==> config.mk <==
export PLATFORM = sky130hd
export DESIGN_NAME = binary_packet_deframer_sum16_core
export DESIGN_NICKNAME = d
export VERILOG_FILES = /design/src/bpd_pkg.sv /design/src/bpd_ram.sv /design/src/bpd_parser.sv /design/src/binary_packet_deframer_sum16_core.sv
export SDC_FILE = /design/constraint.sdc
export NUM_CORES = 1
export LEC_CHECK = 0
export ABC_CLOCK_PERIOD_IN_PS = 4900
export BUFFER_PORTS_ARGS = -buffer_cell sky130_fd_sc_hd__buf_2
export CORE_UTILIZATION = 62
export CTS_CLUSTER_DIAMETER = 80
export DETAILED_ROUTE_END_ITERATION = 8
export GPL_ROUTABILITY_DRIVEN = 1
export PLACE_DENSITY = 0.79
export SETUP_SLACK_MARGIN = 0.3
export SLEW_MARGIN = 20
export SYNTH_ARGS = -nofsm -noshare
export SYNTH_HDL_FRONTEND = slang
export SYNTH_SLANG_ARGS = --single-unit
==> constraint.sdc <==
create_clock -name clk -period 4.9 [get_ports clk]
set_input_delay 0.245 -clock clk [delete_from_list [all_inputs] [get_ports clk]]
set_output_delay 0.245 -clock clk [all_outputs]
set_load 0.01 [all_outputs]
==> src/bpd_pkg.sv <==
// Shared types and constants for the binary packet deframer.
// No dependencies; imported by the parser and the top level.
`default_nettype none

package bpd_pkg;

    typedef enum logic [2:0] {
        PH_HUNT = 3'd0,
        PH_TYPE = 3'd1,
        PH_ADDR = 3'd2,
        PH_DATA = 3'd3,
        PH_CSHI = 3'd4,
        PH_CSLO = 3'd5
    } phase_t;

    typedef enum logic [2:0] {
        ST_FOUND = 3'd0,
        ST_SHORT = 3'd1,
        ST_NOHDR = 3'd2,
        ST_TRUNC = 3'd3,
        ST_CSERR = 3'd4,
        ST_LONG  = 3'd5,
        ST_NONE  = 3'd6
    } status_t;

    // one report of the parser; burst marks a found packet with data to read out
    typedef struct packed {
        logic        valid;
        logic        burst;
        status_t     status;
        logic [7:0]  addr;
        logic [7:0]  ptype;
        logic [5:0]  len;
    } report_t;

    localparam logic [7:0]  HDR_S         = 8'h73;
    localparam logic [7:0]  HDR_N         = 8'h6E;
    localparam logic [7:0]  HDR_P         = 8'h70;
    localparam logic [15:0] HDR_SN        = {HDR_S, HDR_N};
    localparam logic [15:0] HDR_SUM       = {8'h00, HDR_S} + {8'h00, HDR_N} + {8'h00, HDR_P};
    localparam int          TYPE_HAS_DATA = 7;
    localparam int          TYPE_BATCH    = 6;
    localparam logic [5:0]  SINGLE_LEN    = 6'd4;
    localparam logic [2:0]  TAIL_MAX      = 3'd7;
    localparam logic [2:0]  TAIL_NONE_MAX = 3'd2;
    localparam logic [2:0]  TAIL_SHORT_MAX = 3'd6;

endpackage

`default_nettype wire

==> src/bpd_ram.sv <==
// Generic single-port-write, single-port-read RAM with registered read data.
// No dependencies.
`default_nettype none

module bpd_ram #(
    parameter int WIDTH = 8,
    parameter int DEPTH = 64,
    localparam int AW = $clog2(DEPTH)
) (
    input  wire logic             clk,
    input  wire logic             wr_en,
    input  wire logic [AW-1:0]    wr_addr,
    input  wire logic [WIDTH-1:0] wr_data,
    input  wire logic             rd_en,
    input  wire logic [AW-1:0]    rd_addr,
    output logic      [WIDTH-1:0] rd_data
);

    logic [WIDTH-1:0] mem [DEPTH];

    always_ff @(posedge clk)
    begin
        if (wr_en)
        begin
            mem[wr_addr] <= wr_data;
        end
    end

    // hold read data when not enabled
    always_ff @(posedge clk)
    begin
        if (rd_en)
        begin
            rd_data <= mem[rd_addr];
        end
    end

endmodule

`default_nettype wire

==> src/bpd_parser.sv <==
// Byte-wise packet parser: header hunt, field capture, checksum and buffer status.
// Depends on bpd_pkg; drives the write port of the data RAM.
`default_nettype none

module bpd_parser
    import bpd_pkg::*;
#(
    parameter int DATA_CAPACITY = 64,
    localparam int AW = $clog2(DATA_CAPACITY)
) (
    input  wire logic          clk,
    input  wire logic          rst_n,
    input  wire logic          accept,
    input  wire logic [7:0]    rx_byte,
    input  wire logic          end_of_buffer,
    input  wire logic [7:0]    expected_address,
    output report_t            report,
    output logic               wr_en,
    output logic [AW-1:0]      wr_addr,
    output logic [7:0]         wr_data
);

    localparam logic [6:0] CAP = 7'(DATA_CAPACITY);

    phase_t      phase_reg, phase_next;
    logic [15:0] recent_reg, recent_next;
    logic [2:0]  tail_reg, tail_next;
    logic [7:0]  type_reg, type_next;
    logic [7:0]  addr_reg, addr_next;
    logic [5:0]  len_reg, len_next;
    logic [5:0]  cnt_reg, cnt_next;
    logic [15:0] sum_reg, sum_next;
    logic [7:0]  rsum_hi_reg, rsum_hi_next;
    logic        reported_reg, reported_next;

    logic [5:0]  cnt_inc;
    logic [15:0] rx_sum;

    always_comb
    begin
        phase_next    = phase_reg;
        recent_next   = recent_reg;
        tail_next     = tail_reg;
        type_next     = type_reg;
        addr_next     = addr_reg;
        len_next      = len_reg;
        cnt_next      = cnt_reg;
        sum_next      = sum_reg;
        rsum_hi_next  = rsum_hi_reg;
        reported_next = reported_reg;
        report        = '0;
        report.status = ST_FOUND;
        wr_en         = 1'b0;
        wr_addr       = cnt_reg[AW-1:0];
        wr_data       = rx_byte;
        cnt_inc       = cnt_reg + 6'd1;
        rx_sum        = {rsum_hi_reg, rx_byte};

        if (accept && !reported_reg)
        begin
            if (tail_reg < TAIL_MAX)
            begin
                tail_next = tail_reg + 3'd1;
            end
            case (phase_reg)
                PH_HUNT:
                begin
                    if (rx_byte == HDR_P && recent_reg == HDR_SN)
                    begin
                        phase_next  = PH_TYPE;
                        sum_next    = HDR_SUM;
                        recent_next = '0;
                    end
                    else
                    begin
                        recent_next = {recent_reg[7:0], rx_byte};
                    end
                end
                PH_TYPE:
                begin
                    type_next = rx_byte;
                    sum_next  = sum_reg + {8'h00, rx_byte};
                    if (rx_byte[TYPE_HAS_DATA])
                    begin
                        len_next = rx_byte[TYPE_BATCH] ? {rx_byte[5:2], 2'b00} : SINGLE_LEN;
                    end
                    else
                    begin
                        len_next = '0;
                    end
                    phase_next = PH_ADDR;
                end
                PH_ADDR:
                begin
                    addr_next  = rx_byte;
                    sum_next   = sum_reg + {8'h00, rx_byte};
                    cnt_next   = '0;
                    phase_next = (len_reg != '0) ? PH_DATA : PH_CSHI;
                end
                PH_DATA:
                begin
                    wr_en    = ({1'b0, cnt_reg} < CAP);
                    sum_next = sum_reg + {8'h00, rx_byte};
                    cnt_next = cnt_inc;
                    if (cnt_inc >= len_reg)
                    begin
                        phase_next = PH_CSHI;
                    end
                end
                PH_CSHI:
                begin
                    rsum_hi_next = rx_byte;
                    phase_next   = PH_CSLO;
                end
                default:
                begin
                    if ({1'b0, len_reg} > CAP)
                    begin
                        report.valid  = 1'b1;
                        report.status = ST_LONG;
                        reported_next = 1'b1;
                    end
                    else if (rx_sum != sum_reg)
                    begin
                        report.valid  = 1'b1;
                        report.status = ST_CSERR;
                        reported_next = 1'b1;
                    end
                    else if (addr_reg == expected_address)
                    begin
                        report.valid  = 1'b1;
                        report.burst  = (len_reg != '0);
                        report.status = ST_FOUND;
                        reported_next = 1'b1;
                    end
                    else
                    begin
                        // valid packet for another address: resume the hunt
                        phase_next  = PH_HUNT;
                        recent_next = '0;
                        tail_next   = '0;
                    end
                end
            endcase

            if (end_of_buffer && !reported_next)
            begin
                report.valid = 1'b1;
                if (tail_next <= TAIL_NONE_MAX)
                begin
                    report.status = ST_NONE;
                end
                else if (tail_next <= TAIL_SHORT_MAX)
                begin
                    report.status = ST_SHORT;
                end
                else if (phase_next != PH_HUNT)
                begin
                    report.status = ST_TRUNC;
                end
                else
                begin
                    report.status = ST_NOHDR;
                end
            end
            report.addr  = addr_next;
            report.ptype = type_next;
            report.len   = len_next;
        end

        // new buffer after the end mark
        if (accept && end_of_buffer)
        begin
            phase_next    = PH_HUNT;
            recent_next   = '0;
            tail_next     = '0;
            type_next     = '0;
            addr_next     = '0;
            len_next      = '0;
            cnt_next      = '0;
            sum_next      = '0;
            rsum_hi_next  = '0;
            reported_next = 1'b0;
        end
    end

    always_ff @(posedge clk or negedge rst_n)
    begin
        if (!rst_n)
        begin
            phase_reg    <= PH_HUNT;
            recent_reg   <= '0;
            tail_reg     <= '0;
            type_reg     <= '0;
            addr_reg     <= '0;
            len_reg      <= '0;
            cnt_reg      <= '0;
            sum_reg      <= '0;
            rsum_hi_reg  <= '0;
            reported_reg <= 1'b0;
        end
        else
        begin
            phase_reg    <= phase_next;
            recent_reg   <= recent_next;
            tail_reg     <= tail_next;
            type_reg     <= type_next;
            addr_reg     <= addr_next;
            len_reg      <= len_next;
            cnt_reg      <= cnt_next;
            sum_reg      <= sum_next;
            rsum_hi_reg  <= rsum_hi_next;
            reported_reg <= reported_next;
        end
    end

endmodule

`default_nettype wire

==> src/binary_packet_deframer_sum16_core.sv <==
// Top level of the binary packet deframer with 16-bit additive checksum.
// Depends on bpd_pkg, bpd_parser and bpd_ram (data store and readout).
//
// Channel   Direction  Transfer on              Contents
// s_axis    in         s_axis_tvalid & tready   received byte, tlast = end of buffer
// m_axis    out        m_axis_tvalid & tready   report item, tlast = last item
// cfg       in         cfg_valid & cfg_ready    expected address (always ready)
//
// One byte is taken per cycle while no readout runs and the output can take it;
// a single-item report goes to the output register in the cycle of its byte. A
// found packet's N data bytes are read out of the RAM at one item per cycle unless
// the output stalls, each through the readout sequencer, RAM read stage, output register.
// Input is held off until the last item has left the RAM read stage.
// Reset clears all control state; the data RAM is not cleared.
// Output stalls back-pressure input only when the output register is full.
`default_nettype none

module binary_packet_deframer_sum16_core
    import bpd_pkg::*;
#(
    parameter int DATA_CAPACITY = 64
) (
    input  wire logic        clk,
    input  wire logic        rst_n,
    input  wire logic        s_axis_tvalid,
    output logic             s_axis_tready,
    input  wire logic [7:0]  s_axis_tdata,   // [7:0] rx_byte
    input  wire logic        s_axis_tlast,
    output logic             m_axis_tvalid,
    input  wire logic        m_axis_tready,
    output logic [39:0]      m_axis_tdata,   // [7:0] address, [15:8] packet_type,
                                             // [21:16] payload_len, [29:22] data_byte,
                                             // [35:30] byte_index, [39:36] zero
    output logic [2:0]       m_axis_tuser,   // [2:0] status
    output logic             m_axis_tlast,
    input  wire logic        cfg_valid,
    output logic             cfg_ready,
    input  wire logic [7:0]  cfg_data
);

    localparam int AW = $clog2(DATA_CAPACITY);

    logic [7:0]  exp_addr_reg;

    report_t     report;
    logic        wr_en;
    logic [AW-1:0] wr_addr;
    logic [7:0]  wr_data;
    logic [7:0]  rd_data;

    logic        in_accept;
    logic        in_load;
    logic        issue;
    logic        s1_adv;
    logic [5:0]  rd_cnt_inc;
    logic        rd_is_last;

    // readout sequencer
    logic        rd_active_reg;
    logic [5:0]  rd_cnt_reg;
    logic [5:0]  rd_len_reg;
    logic [7:0]  rd_addr_reg;
    logic [7:0]  rd_type_reg;

    // RAM read stage
    logic        s1_valid_reg;
    logic [5:0]  s1_idx_reg;
    logic        s1_last_reg;

    // output register
    logic        out_valid_reg;
    status_t     out_status_reg;
    logic [7:0]  out_addr_reg;
    logic [7:0]  out_type_reg;
    logic [5:0]  out_len_reg;
    logic [7:0]  out_data_reg;
    logic [5:0]  out_idx_reg;
    logic        out_last_reg;

    assign cfg_ready     = 1'b1;
    assign s_axis_tready = !rd_active_reg && !s1_valid_reg && (!out_valid_reg || m_axis_tready);
    assign in_accept     = s_axis_tvalid && s_axis_tready;
    assign in_load       = report.valid && !report.burst;
    assign s1_adv        = s1_valid_reg && (!out_valid_reg || m_axis_tready);
    assign issue         = rd_active_reg && (!s1_valid_reg || s1_adv);
    assign rd_cnt_inc    = rd_cnt_reg + 6'd1;
    assign rd_is_last    = (rd_cnt_inc == rd_len_reg);

    always_ff @(posedge clk or negedge rst_n)
    begin
        if (!rst_n)
        begin
            exp_addr_reg <= '0;
        end
        else if (cfg_valid)
        begin
            exp_addr_reg <= cfg_data;
        end
    end

    bpd_parser #(
        .DATA_CAPACITY(DATA_CAPACITY)
    ) u_parser (
        .clk              (clk),
        .rst_n            (rst_n),
        .accept           (in_accept),
        .rx_byte          (s_axis_tdata),
        .end_of_buffer    (s_axis_tlast),
        .expected_address (exp_addr_reg),
        .report           (report),
        .wr_en            (wr_en),
        .wr_addr          (wr_addr),
        .wr_data          (wr_data)
    );

    bpd_ram #(
        .WIDTH(8),
        .DEPTH(DATA_CAPACITY)
    ) u_store (
        .clk     (clk),
        .wr_en   (wr_en),
        .wr_addr (wr_addr),
        .wr_data (wr_data),
        .rd_en   (issue),
        .rd_addr (rd_cnt_reg[AW-1:0]),
        .rd_data (rd_data)
    );

    always_ff @(posedge clk or negedge rst_n)
    begin
        if (!rst_n)
        begin
            rd_active_reg <= 1'b0;
            rd_cnt_reg    <= '0;
        end
        else if (report.valid && report.burst)
        begin
            rd_active_reg <= 1'b1;
            rd_cnt_reg    <= '0;
        end
        else if (issue)
        begin
            rd_cnt_reg <= rd_cnt_inc;
            if (rd_is_last)
            begin
                rd_active_reg <= 1'b0;
            end
        end
    end

    // hold the packet fields for the whole readout
    always_ff @(posedge clk)
    begin
        if (report.valid && report.burst)
        begin
            rd_len_reg  <= report.len;
            rd_addr_reg <= report.addr;
            rd_type_reg <= report.ptype;
        end
    end

    always_ff @(posedge clk or negedge rst_n)
    begin
        if (!rst_n)
        begin
            s1_valid_reg <= 1'b0;
        end
        else if (issue)
        begin
            s1_valid_reg <= 1'b1;
        end
        else if (s1_adv)
        begin
            s1_valid_reg <= 1'b0;
        end
    end

    always_ff @(posedge clk)
    begin
        if (issue)
        begin
            s1_idx_reg  <= rd_cnt_reg;
            s1_last_reg <= rd_is_last;
        end
    end

    always_ff @(posedge clk or negedge rst_n)
    begin
        if (!rst_n)
        begin
            out_valid_reg <= 1'b0;
        end
        else if (in_load || s1_adv)
        begin
            out_valid_reg <= 1'b1;
        end
        else if (m_axis_tready)
        begin
            out_valid_reg <= 1'b0;
        end
    end

    always_ff @(posedge clk)
    begin
        if (in_load)
        begin
            out_status_reg <= report.status;
            out_addr_reg   <= report.addr;
            out_type_reg   <= report.ptype;
            out_len_reg    <= report.len;
            out_data_reg   <= '0;
            out_idx_reg    <= '0;
            out_last_reg   <= 1'b1;
        end
        else if (s1_adv)
        begin
            out_status_reg <= ST_FOUND;
            out_addr_reg   <= rd_addr_reg;
            out_type_reg   <= rd_type_reg;
            out_len_reg    <= rd_len_reg;
            out_data_reg   <= rd_data;
            out_idx_reg    <= s1_idx_reg;
            out_last_reg   <= s1_last_reg;
        end
    end

    assign m_axis_tvalid = out_valid_reg;
    assign m_axis_tuser  = out_status_reg;
    assign m_axis_tlast  = out_last_reg;
    assign m_axis_tdata  = {4'h0, out_idx_reg, out_data_reg, out_len_reg,
                            out_type_reg, out_addr_reg};

endmodule

`default_nettype wire

==> impl_metrics.env, run 1 <==
export IMPL_totalWireLength_mm=65.4
export IMPL_cts_buffer_depth=3
export IMPL_r2r_start="u_parser.sum_reg[2]"
export IMPL_grt_use_total_pct=29.3
export IMPL_syn2layout_area_growth_pct=11.3
export IMPL_cap_viol_max_count=0
export IMPL_fin_crit_sh_pct=79.8
export IMPL_worstSetupEndpointType="register"
export IMPL_grt_pass1_wl_mm=98.9
export IMPL_yosysWarnings=0
export IMPL_grt_overflow=0
export IMPL_worst_pin_slew_ns=1.10
export IMPL_die_h_um=214
export IMPL_dpl_instance_area_um2=28800
export IMPL_drt_antenna_violating_nets=0
export IMPL_cp_data_required_time_ns=5.25
export IMPL_synth_most_common_cell="edfxtp_1"
export IMPL_switching_power_w=0.00436
export IMPL_htree_levels=3
export IMPL_dp_hpwl_mm=37.1
export IMPL_yosysSeqAreaShare_pct=71.2
export IMPL_cts_root_buf="clkbuf_16"
export IMPL_grt_max_degree=82
export IMPL_dr_first_iter_drc_count=1999
export IMPL_hold_class="primary input to asynchronous set/reset pin"
export IMPL_die_area_um2=45800
export IMPL_p_leak_nw=10.5
export IMPL_vias=15600
export IMPL_grt_pass1_vias=15500
export IMPL_syn_avg_cell_area_um2=17.2
export IMPL_internal_power_w=0.0112
export IMPL_synth_common_cells="edfxtp_1 (574), mux4_2 (161), nand2_1 (145)"
export IMPL_postSynth_asyncResetShare_pct=13.5
export IMPL_synth_top_area_share_pct=61.8
export IMPL_critPathLaunch="u_parser.sum_reg[2]"
export IMPL_cts_num_sinks=681
export IMPL_synth_ff_type="edfxtp_1"
export IMPL_setup_viol=0
export IMPL_finalInstanceArea_um2=31000
export IMPL_crit_path_max_fanout=24
export IMPL_io_pins=69
export IMPL_path_class="register to register"
export IMPL_synth_top_area_cell="edfxtp_1"
export IMPL_synth_edf_count=574
export IMPL_synth_cells=1620
export IMPL_power_density_nw_per_um2=500
export IMPL_final_hold_viol_count=0
export IMPL_num_rows=77
export IMPL_synth_seq_cells=681
export IMPL_max_freq_ghz=0.256
export IMPL_fp_dieW_um=214
export IMPL_p_sw_share_pct=28.1
export IMPL_gp_congestion=0.845
export IMPL_path_clk_slew_ns=0.06
export IMPL_finClkSkew_ns=0.0174
export IMPL_largest_reg_flops=512
export IMPL_port_buffers=63
export IMPL_power_share_combinational_pct=23.0
export IMPL_antenna_found_initial=3
export IMPL_fin_crit_ns=3.91
export IMPL_viasPerCell=6.65
export IMPL_seqPwrFrac_pct=44.7
export IMPL_status="finished clean"
export IMPL_wl_per_cell_um=27.9
export IMPL_cts_buffers=68
export IMPL_synthDistinctLibCells=66
export IMPL_rsz0062_at_grt="no"
export IMPL_start_util_pct=62.9
export IMPL_cp_data_arrival_time_ns=4.26
export IMPL_drt_pass1_iter_count=6
export IMPL_fin_setup_tns_ns=0
export IMPL_synth_area_um2=27900
export IMPL_drc=0
export IMPL_relSlewSlack_pct=26.9
export IMPL_whs_ns=0.0368
export IMPL_drive_above_1_share_pct=22.2
export IMPL_clkPwrFrac_pct=32.3
export IMPL_peakVddDrop_mv=0.395
export IMPL_synthTopCellsByArea="edfxtp_1 (62%), mux4_2 (13%), dfrtp_1 (8.3%)"
export IMPL_slew_violations=0
export IMPL_cts_tree="built"
export IMPL_clock_latency_ns=0.60
export IMPL_cp_start_kind="register"
export IMPL_core_um2=44300
export IMPL_final_nets=1740
-- worst paths after layout --
check / to / slack, ns / cells past startpoint
min in group clk: exp_addr_reg[5] / 0.04 / 2
max in group asynchronous: rd_cnt_reg[0] / 3.81 / 3
worst max-delay path: out_len_reg[3] / 0.99 / 7
worst min register to register: out_data_reg[7] / 0.45 / 2
worst max register to register: out_len_reg[3] / 0.99 / 7
worst min-delay path: exp_addr_reg[4] / 0.04 / 2
-- through the flow --
stage               instances  total power, W  worst slack [ns]  util (%)
finish                   2345          0.0155             0.988      70.0
global route             2344          0.0160             0.862      70.0
detailed placement       2213          0.0105              1.01      65.0
floorplan                1623         0.00939              1.24         -
CTS                      2344          0.0156             0.998      70.0
global placement         2213          0.0105              1.08      65.0
-- cell type report --
class                   count  area [um2]
inverters                  28         105
clock buffers              89        1850
well taps                 592         741
flip-flops and latches    681       19800
clock inverters            33         263
multi-input cells         821        7560
fillers                  2711       13300
repair buffers            100         659
diodes                      1        2.50
-- power groups by stage --
stage	sequential (W)	combinational, W	clock [W]
floorplan	0.00680	0.00258	0
global placement	0.00705	0.00343	0
detailed placement	0.00705	0.00350	0
CTS	0.00694	0.00358	0.00505
global route	0.00697	0.00376	0.00525
finish	0.00694	0.00358	0.00501
-- logic make-up after synthesis --
kind of cell             synth area share (%)
flip-flops                               71.2
other                                  0.0269
adder cells (fa/ha/maj)                 0.835
buffers and inverters                    1.85
multiplexers                             14.8
AND/OR/NAND/NOR                          6.17
AO/OA/AOI/OAI                            3.87
XOR/XNOR                                 1.26
-- critical path: stages, from the launching register on --
cell and delay (ns):
dfrtp_1 0.38, ha_1 0.33, nor4_1 0.37, nand4_1 0.36, or4_1 0.59, or4_4 0.56
o211a_1 0.56, mux2_2 0.47
-- per-layer routing --
layer / wire [um] / vias up / share of wire, % / GRT usage (%)
met4: 2410 / 0 / 3.7 / 11.2
met5: 0 / - / 0 / 0
li1: - / 6487 / - / -
met1: 25800 / 7952 / 39 / 42.5
met2: 30700 / 978 / 47 / 44.1
met3: 6600 / 176 / 10 / 6.70
-- placed cells by master, fill, tap and decap left out, types with 19 or more instances in the layout --
cell type / Yosys / routed
nor2_1: 120 / 119
xnor2_1: 21 / 21
nand2_1: 145 / 145
mux2i_1: 27 / 27
xor2_1: 19 / 19
a22o_1: 25 / 25
dfrtp_1: 92 / 88
nand3_1: 37 / 37
inv_1: 27 / 27
clkbuf_16: 0 / 69
a21oi_1: 73 / 71
buf_2: 10 / 62
mux4_2: 161 / 161
buf_4: 5 / 25
edfxtp_1: 574 / 574
o21ai_0: 23 / 23
-- timing repair --
action                                 CTS  global route
hold buffers                             9             0
buffers inserted                         0             0
gates resized for setup                  0             0
endpoints found under the hold margin   19             0
setup endpoints to repair                0             0
No activity file was read; power rests on OpenSTA's default activity.
==> run 2: changes to the inputs <==
--- a/config.mk
+++ b/config.mk
@@ -5,7 +5,7 @@
 export SDC_FILE = /design/constraint.sdc
 export NUM_CORES = 1
 export LEC_CHECK = 0
-export ABC_CLOCK_PERIOD_IN_PS = 4900
+export ABC_CLOCK_PERIOD_IN_PS = 4100
 export BUFFER_PORTS_ARGS = -buffer_cell sky130_fd_sc_hd__buf_2
 export CORE_UTILIZATION = 62
 export CTS_CLUSTER_DIAMETER = 80
==> constraint.sdc (replaced) <==
create_clock -name clk -period 4.1 [get_ports clk]
set_input_delay 0.205 -clock clk [delete_from_list [all_inputs] [get_ports clk]]
set_output_delay 0.205 -clock clk [all_outputs]
set_load 0.01 [all_outputs]
==> run 2 against run 1 <==
Against the previous run:
- register-to-register slack worse by 0.53 ns
- first-iteration DRC count rose by 5.9%
- power grew 20%
- non-clock buffer count is 13 higher
- flip-flop and latch count stayed put
- highest routed layer is now met5
==> impl_metrics.env, run 2 (synthesis gave the netlist of run 1 again) <==
export IMPL_cp_data_arrival_time_ns=3.96
export IMPL_drt_antenna_violating_nets=0
export IMPL_dpl_instance_area_um2=28900
export IMPL_grt_pass1_vias=15600
export IMPL_relSlewSlack_pct=38.9
export IMPL_cts_buffers=68
export IMPL_fp_dieW_um=214
export IMPL_max_freq_ghz=0.275
export IMPL_drive_above_1_share_pct=22.7
export IMPL_critPathLaunch="u_parser.sum_reg[2]"
export IMPL_fin_crit_sh_pct=88.8
export IMPL_io_pins=69
export IMPL_dpl_cell_count=2225
export IMPL_hold_class="primary input to register"
export IMPL_peakVddDrop_mv=0.406
export IMPL_viasPerCell=6.63
export IMPL_grt_max_degree=77
export IMPL_cts_buffer_depth=3
export IMPL_die_h_um=214
export IMPL_dp_hpwl_mm=37.5
export IMPL_mostFrequentLayoutCells="edfxtp_1 (574), mux4_2 (161), nand2_1 (145), nor2_1 (118), dfrtp_1 (88)"
export IMPL_drt_pass1_iter_count=6
export IMPL_r2r_start="u_parser.sum_reg[2]"
export IMPL_dr_first_iter_drc_count=2116
export IMPL_worst_pin_slew_ns=0.917
export IMPL_fin_crit_ns=3.64
export IMPL_gp_congestion=0.836
export IMPL_vias=15700
export IMPL_power_density_nw_per_um2=599
export IMPL_setup_viol=0
export IMPL_cp_start_kind="register"
export IMPL_totalWireLength_mm=65.6
export IMPL_r2r_end="out_addr_reg[4]"
export IMPL_cts_tree="built"
export IMPL_start_util_pct=62.9
export IMPL_holdPathEnd="exp_addr_reg[1]"
export IMPL_fin_setup_tns_ns=0
export IMPL_hold_depth=2
export IMPL_reg2reg_slack_ns=0.46
export IMPL_finClkSkew_ns=0.0191
export IMPL_rsz0062_at_grt="no"
export IMPL_cap_viol_max_count=0
export IMPL_largest_reg_flops=512
export IMPL_htree_levels=3
export IMPL_die_area_um2=45800
export IMPL_path_clk_slew_ns=0.06
export IMPL_antenna_found_initial=5
export IMPL_path_class="register to register"
export IMPL_num_rows=77
export IMPL_crit_path_max_fanout=17
export IMPL_slew_violations=0
export IMPL_worstSetupEndpointType="register"
export IMPL_final_hold_viol_count=0
export IMPL_postCtsSetupBuffers=0
export IMPL_port_buffers=63
export IMPL_clock_latency_ns=0.60
export IMPL_cp_data_required_time_ns=4.41
export IMPL_grt_pass1_wl_mm=99.1
export IMPL_p_leak_nw=10.6
export IMPL_finalInstanceArea_um2=31200
export IMPL_reg2regPathDepth=8
export IMPL_final_nets=1753
export IMPL_drc=0
export IMPL_cts_root_buf="clkbuf_16"
export IMPL_cts_num_sinks=681
export IMPL_layout_cells_most_common="edfxtp_1"
export IMPL_status="finished clean"
export IMPL_syn2layout_area_growth_pct=11.9
export IMPL_grt_use_total_pct=29.4
export IMPL_min_from="cfg_valid"
export IMPL_wl_per_cell_um=27.8
export IMPL_stdcell_count=2360
export IMPL_core_um2=44300
export IMPL_p_total_w=0.0187
export IMPL_grt_overflow=0
==> run 2: what timing repair did <==
item	CTS	global route
hold endpoints to repair	71	0
hold buffers	10	0
gates resized for setup	0	1
endpoints found under the setup margin	0	22
==> run 2: how the worst max path moves through the flow <==
stage	endpoint	cells past startpoint
after CTS	out_addr_reg[4]	8
after floorplan	rd_addr_reg[0]	6
final	out_addr_reg[4]	8
after global placement	out_addr_reg[7]	8
after global routing	out_addr_reg[6]	8
after detailed placement	out_addr_reg[3]	8
==> run 2: where the power goes <==
group          switching, W  internal (W)  total [W]
clock network       0.00260       0.00349    0.00609
logic               0.00214       0.00213    0.00427
registers          0.000481       0.00785    0.00833
total               0.00522        0.0135     0.0187
==> run 2: worst max-delay path, cell delays in order, from the launching register on <==
cell	delay, ns
dfrtp_1	0.39
ha_1	0.33
nor4_1	0.38
nand4_1	0.31
or4_1	0.64
or4_4	0.59
o211a_2	0.33
buf_4	0.26
mux2i_1	0.13
==> run 2: metal layers <==
layer / global-route usage (%) / part of all wire [%] / up-vias
li1: - / - / 6516
met3: 5.84 / 11 / 111
met4: 9.07 / 2.6 / 2
met1: 42.0 / 38 / 8027
met2: 46.6 / 48 / 1000
met5: 0 / 0.012 / -
==> run 2: per-stage QoR <==
stage / utilization [%] / setup slack, ns / hold slack [ns]
floorplan: - / 0.444 / -0.0906
global placement: 65.2 / 0.481 / 0.344
global route: 70.4 / 0.392 / 0.0408
finish: 70.4 / 0.458 / 0.0238
detailed placement: 65.2 / 0.340 / 0.349
CTS: 70.4 / 0.305 / 0.0104
==> run 2: area by class of cell <==
class | instances | area, um2
Antenna cell | 2 | 5.00
Clock buffer | 91 | 1910
Clock inverter | 32 | 263
Fill cell | 2673 | 13100
Inverter | 28 | 105
Multi-Input combinational cell | 821 | 7550
Sequential cell | 681 | 19800
Tap cell | 592 | 741
Timing Repair Buffer | 113 | 768
==> run 3: changes to the inputs <==
--- a/config.mk
+++ b/config.mk
@@ -7,13 +7,17 @@
 export LEC_CHECK = 0
 export ABC_CLOCK_PERIOD_IN_PS = 4100
 export BUFFER_PORTS_ARGS = -buffer_cell sky130_fd_sc_hd__buf_2
-export CORE_UTILIZATION = 62
+export CELL_PAD_IN_SITES_DETAIL_PLACEMENT = 1
+export CELL_PAD_IN_SITES_GLOBAL_PLACEMENT = 2
+export CORE_ASPECT_RATIO = 0.5
+export CORE_UTILIZATION = 48
 export CTS_CLUSTER_DIAMETER = 80
 export DETAILED_ROUTE_END_ITERATION = 8
 export GPL_ROUTABILITY_DRIVEN = 1
-export PLACE_DENSITY = 0.79
+export PLACE_DENSITY_LB_ADDON = 0.1
 export SETUP_SLACK_MARGIN = 0.3
 export SLEW_MARGIN = 20
 export SYNTH_ARGS = -nofsm -noshare
 export SYNTH_HDL_FRONTEND = slang
 export SYNTH_SLANG_ARGS = --single-unit
+export TNS_END_PERCENT = 5
==> run 3 against run 2 <==
Against the previous run:
- global-route usage decreased by 4.1 points
- non-clock buffer count increased by 30
- wire length increased by 12%
- worst setup slack improved by 0.045 ns
- combinational power increased by 4%
- clock-buffer cell count decreased by 5
- flip-flop and latch count unchanged
- via count decreased by 2.1%
- sequential power decreased by 0.6%
- fmax increased by 1.3%
- register-to-register slack improved by 0.05 ns
- critical endpoint is now out_type_reg[3]
==> impl_metrics.env, run 3 (synthesis gave the netlist of run 1 again) <==
export IMPL_power_density_nw_per_um2=580
export IMPL_die_area_um2=59100
export IMPL_syn2layout_area_growth_pct=12.5
export IMPL_drt_antenna_violating_nets=0
export IMPL_cts_num_sinks=681
export IMPL_layout_cells_most_common="edfxtp_1"
export IMPL_drive_above_1_share_pct=22.8
export IMPL_grt_pass1_wl_mm=107
export IMPL_fp_dieW_um=343
export IMPL_finalInstanceArea_um2=31400
export IMPL_drt_pass1_iter_count=5
export IMPL_cp_start_kind="register"
export IMPL_rsz0062_at_grt="no"
export IMPL_totalWireLength_mm=73.8
export IMPL_gp_congestion=0.804
export IMPL_cts_root_buf="clkbuf_16"
export IMPL_slew_violations=0
export IMPL_cts_tree="built"
export IMPL_antenna_found_initial=7
export IMPL_crit_path_max_fanout=25
export IMPL_num_rows=62
export IMPL_port_buffers=63
export IMPL_fin_crit_ns=3.60
export IMPL_clock_latency_ns=0.63
export IMPL_multi_input_area_um2=7570
export IMPL_fillers=5256
export IMPL_grt_max_degree=75
export IMPL_grt_overflow=0
export IMPL_mostFrequentLayoutCells="edfxtp_1 (574), mux4_2 (161), nand2_1 (145), nor2_1 (118), dfrtp_1 (89)"
export IMPL_dr_first_iter_drc_count=1395
export IMPL_cp_data_arrival_time_ns=3.96
export IMPL_die_h_um=172
export IMPL_path_clk_slew_ns=0.07
export IMPL_drc=0
export IMPL_io_pins=69
export IMPL_max_freq_ghz=0.278
export IMPL_fin_setup_tns_ns=0
export IMPL_final_hold_viol_count=0
export IMPL_setup_viol=0
export IMPL_dpl_cell_count=2423
export IMPL_wl_per_cell_um=28.9
export IMPL_grt_pass1_vias=16000
export IMPL_htree_levels=2
export IMPL_cts_buffer_depth=3
export IMPL_hold_class="primary input to register"
export IMPL_path_class="register to register"
export IMPL_postCtsSetupBuffers=0
export IMPL_grt_use_total_pct=25.3
export IMPL_p_leak_nw=10.6
export IMPL_fin_crit_sh_pct=87.7
export IMPL_grtUsageMet2_pct=38.8
export IMPL_worstSetupEndpointType="register"
export IMPL_gr_usage_met1_pct=35.4
export IMPL_stdcell_count=2553
export IMPL_vias=15300
export IMPL_viasPerCell=6.00
export IMPL_largest_reg_flops=512
export IMPL_finClkSkew_ns=0.0283
export IMPL_status="finished clean"
export IMPL_dp_hpwl_mm=47.7
export IMPL_grt_busiest_layer="met2"
export IMPL_peakVddDrop_mv=0.381
export IMPL_final_nets=1774
export IMPL_relSlewSlack_pct=31.4
export IMPL_start_util_pct=48.6
export IMPL_regArea_um2=19800
export IMPL_cp_data_required_time_ns=4.47
export IMPL_worst_pin_slew_ns=1.03
export IMPL_cts_buffers=59
export IMPL_cap_viol_max_count=0
export IMPL_core_um2=57400
export IMPL_dpl_instance_area_um2=29300
export IMPL_use_met3_pct=7.66
==> run 3: cell types whose count changed in the layout (fill, tap and decap cells not counted), sizes merged, moves of 2 or more <==
| cell | previous run | this run |
|---|---|---|
| clkinv | 26 | 21 |
| dlygate4sd3 | 10 | 18 |
| clkbuf | 91 | 86 |
| inv | 31 | 29 |
| buf | 103 | 125 |
==> run 3: where the power goes <==
group,total (W),internal [W],switching [W],leakage (nW)
logic,0.00445,0.00216,0.00229,3.31
registers,0.00828,0.00784,0.000433,6.43
clock network,0.00549,0.00294,0.00255,0.901
total,0.0182,0.0129,0.00527,10.6
==> run 3: final cells by class <==
class,count,area share [%]
sequential,681,63.3
multi-input combinational,821,24.1
inverter,28,0.335
tap,768,3.06
antenna,1,0.00798
timing repair buffer,143,3.31
clock inverter,25,0.586
clock buffer,86,5.29
==> run 3: through the flow <==
stage | setup WS, ns | total power, W | utilization (%) | hold slack (ns)
6_report | 0.503 | 0.0182 | 54.7 | 0.0656
3_5_place_dp | 0.354 | 0.0129 | 51.1 | 0.362
5_1_grt | 0.386 | 0.0188 | 54.6 | 0.0556
3_3_place_gp | 0.382 | 0.0128 | 51.1 | 0.356
4_1_cts | 0.327 | 0.0184 | 54.6 | 0.0395
2_1_floorplan | 0.444 | 0.0112 | - | -0.0906
==> run 3: per-layer routing <==
layer,vias to the layer above,part of all wire [%]
li1,6559,-
met5,-,0.056
met4,6,2.1
met2,535,45
met1,8129,43
met3,100,9.3
==> run 3: path summary, 6_finish.rpt <==
kind / from / endpoint / slack (ns) / cells after the start
hold reg to reg: out_data_reg[6] / out_data_reg[6] / 0.45 / 2
max in group asynchronous: rst_n / exp_addr_reg[1] / 2.78 / 3
setup reg to reg: u_parser.sum_reg[5] / out_type_reg[3] / 0.50 / 8
hold / removal: s_axis_tdata[0] / u_parser.sum_reg[0] / 0.07 / 3
setup / recovery: u_parser.sum_reg[5] / out_type_reg[3] / 0.50 / 8
min in group asynchronous: rst_n / u_parser.type_reg[4] / 0.25 / 2
==> run 3: critical path, cell delays in order, from the launching register on <==
cell and delay [ns]:
dfrtp_1 0.40, ha_1 0.37, nor4_2 0.34, nand4_1 0.23, or4_4 0.64, or4_4 0.59
o211a_1 0.17, buf_4 0.24, mux2_4 0.33
==> run 3: timing repair <==
item | 4_1_cts | 5_1_grt
hold endpoints to repair | 62 | 0
gates resized for setup | 0 | 1
endpoints found under the setup margin | 0 | 37
hold buffers | 18 | 0
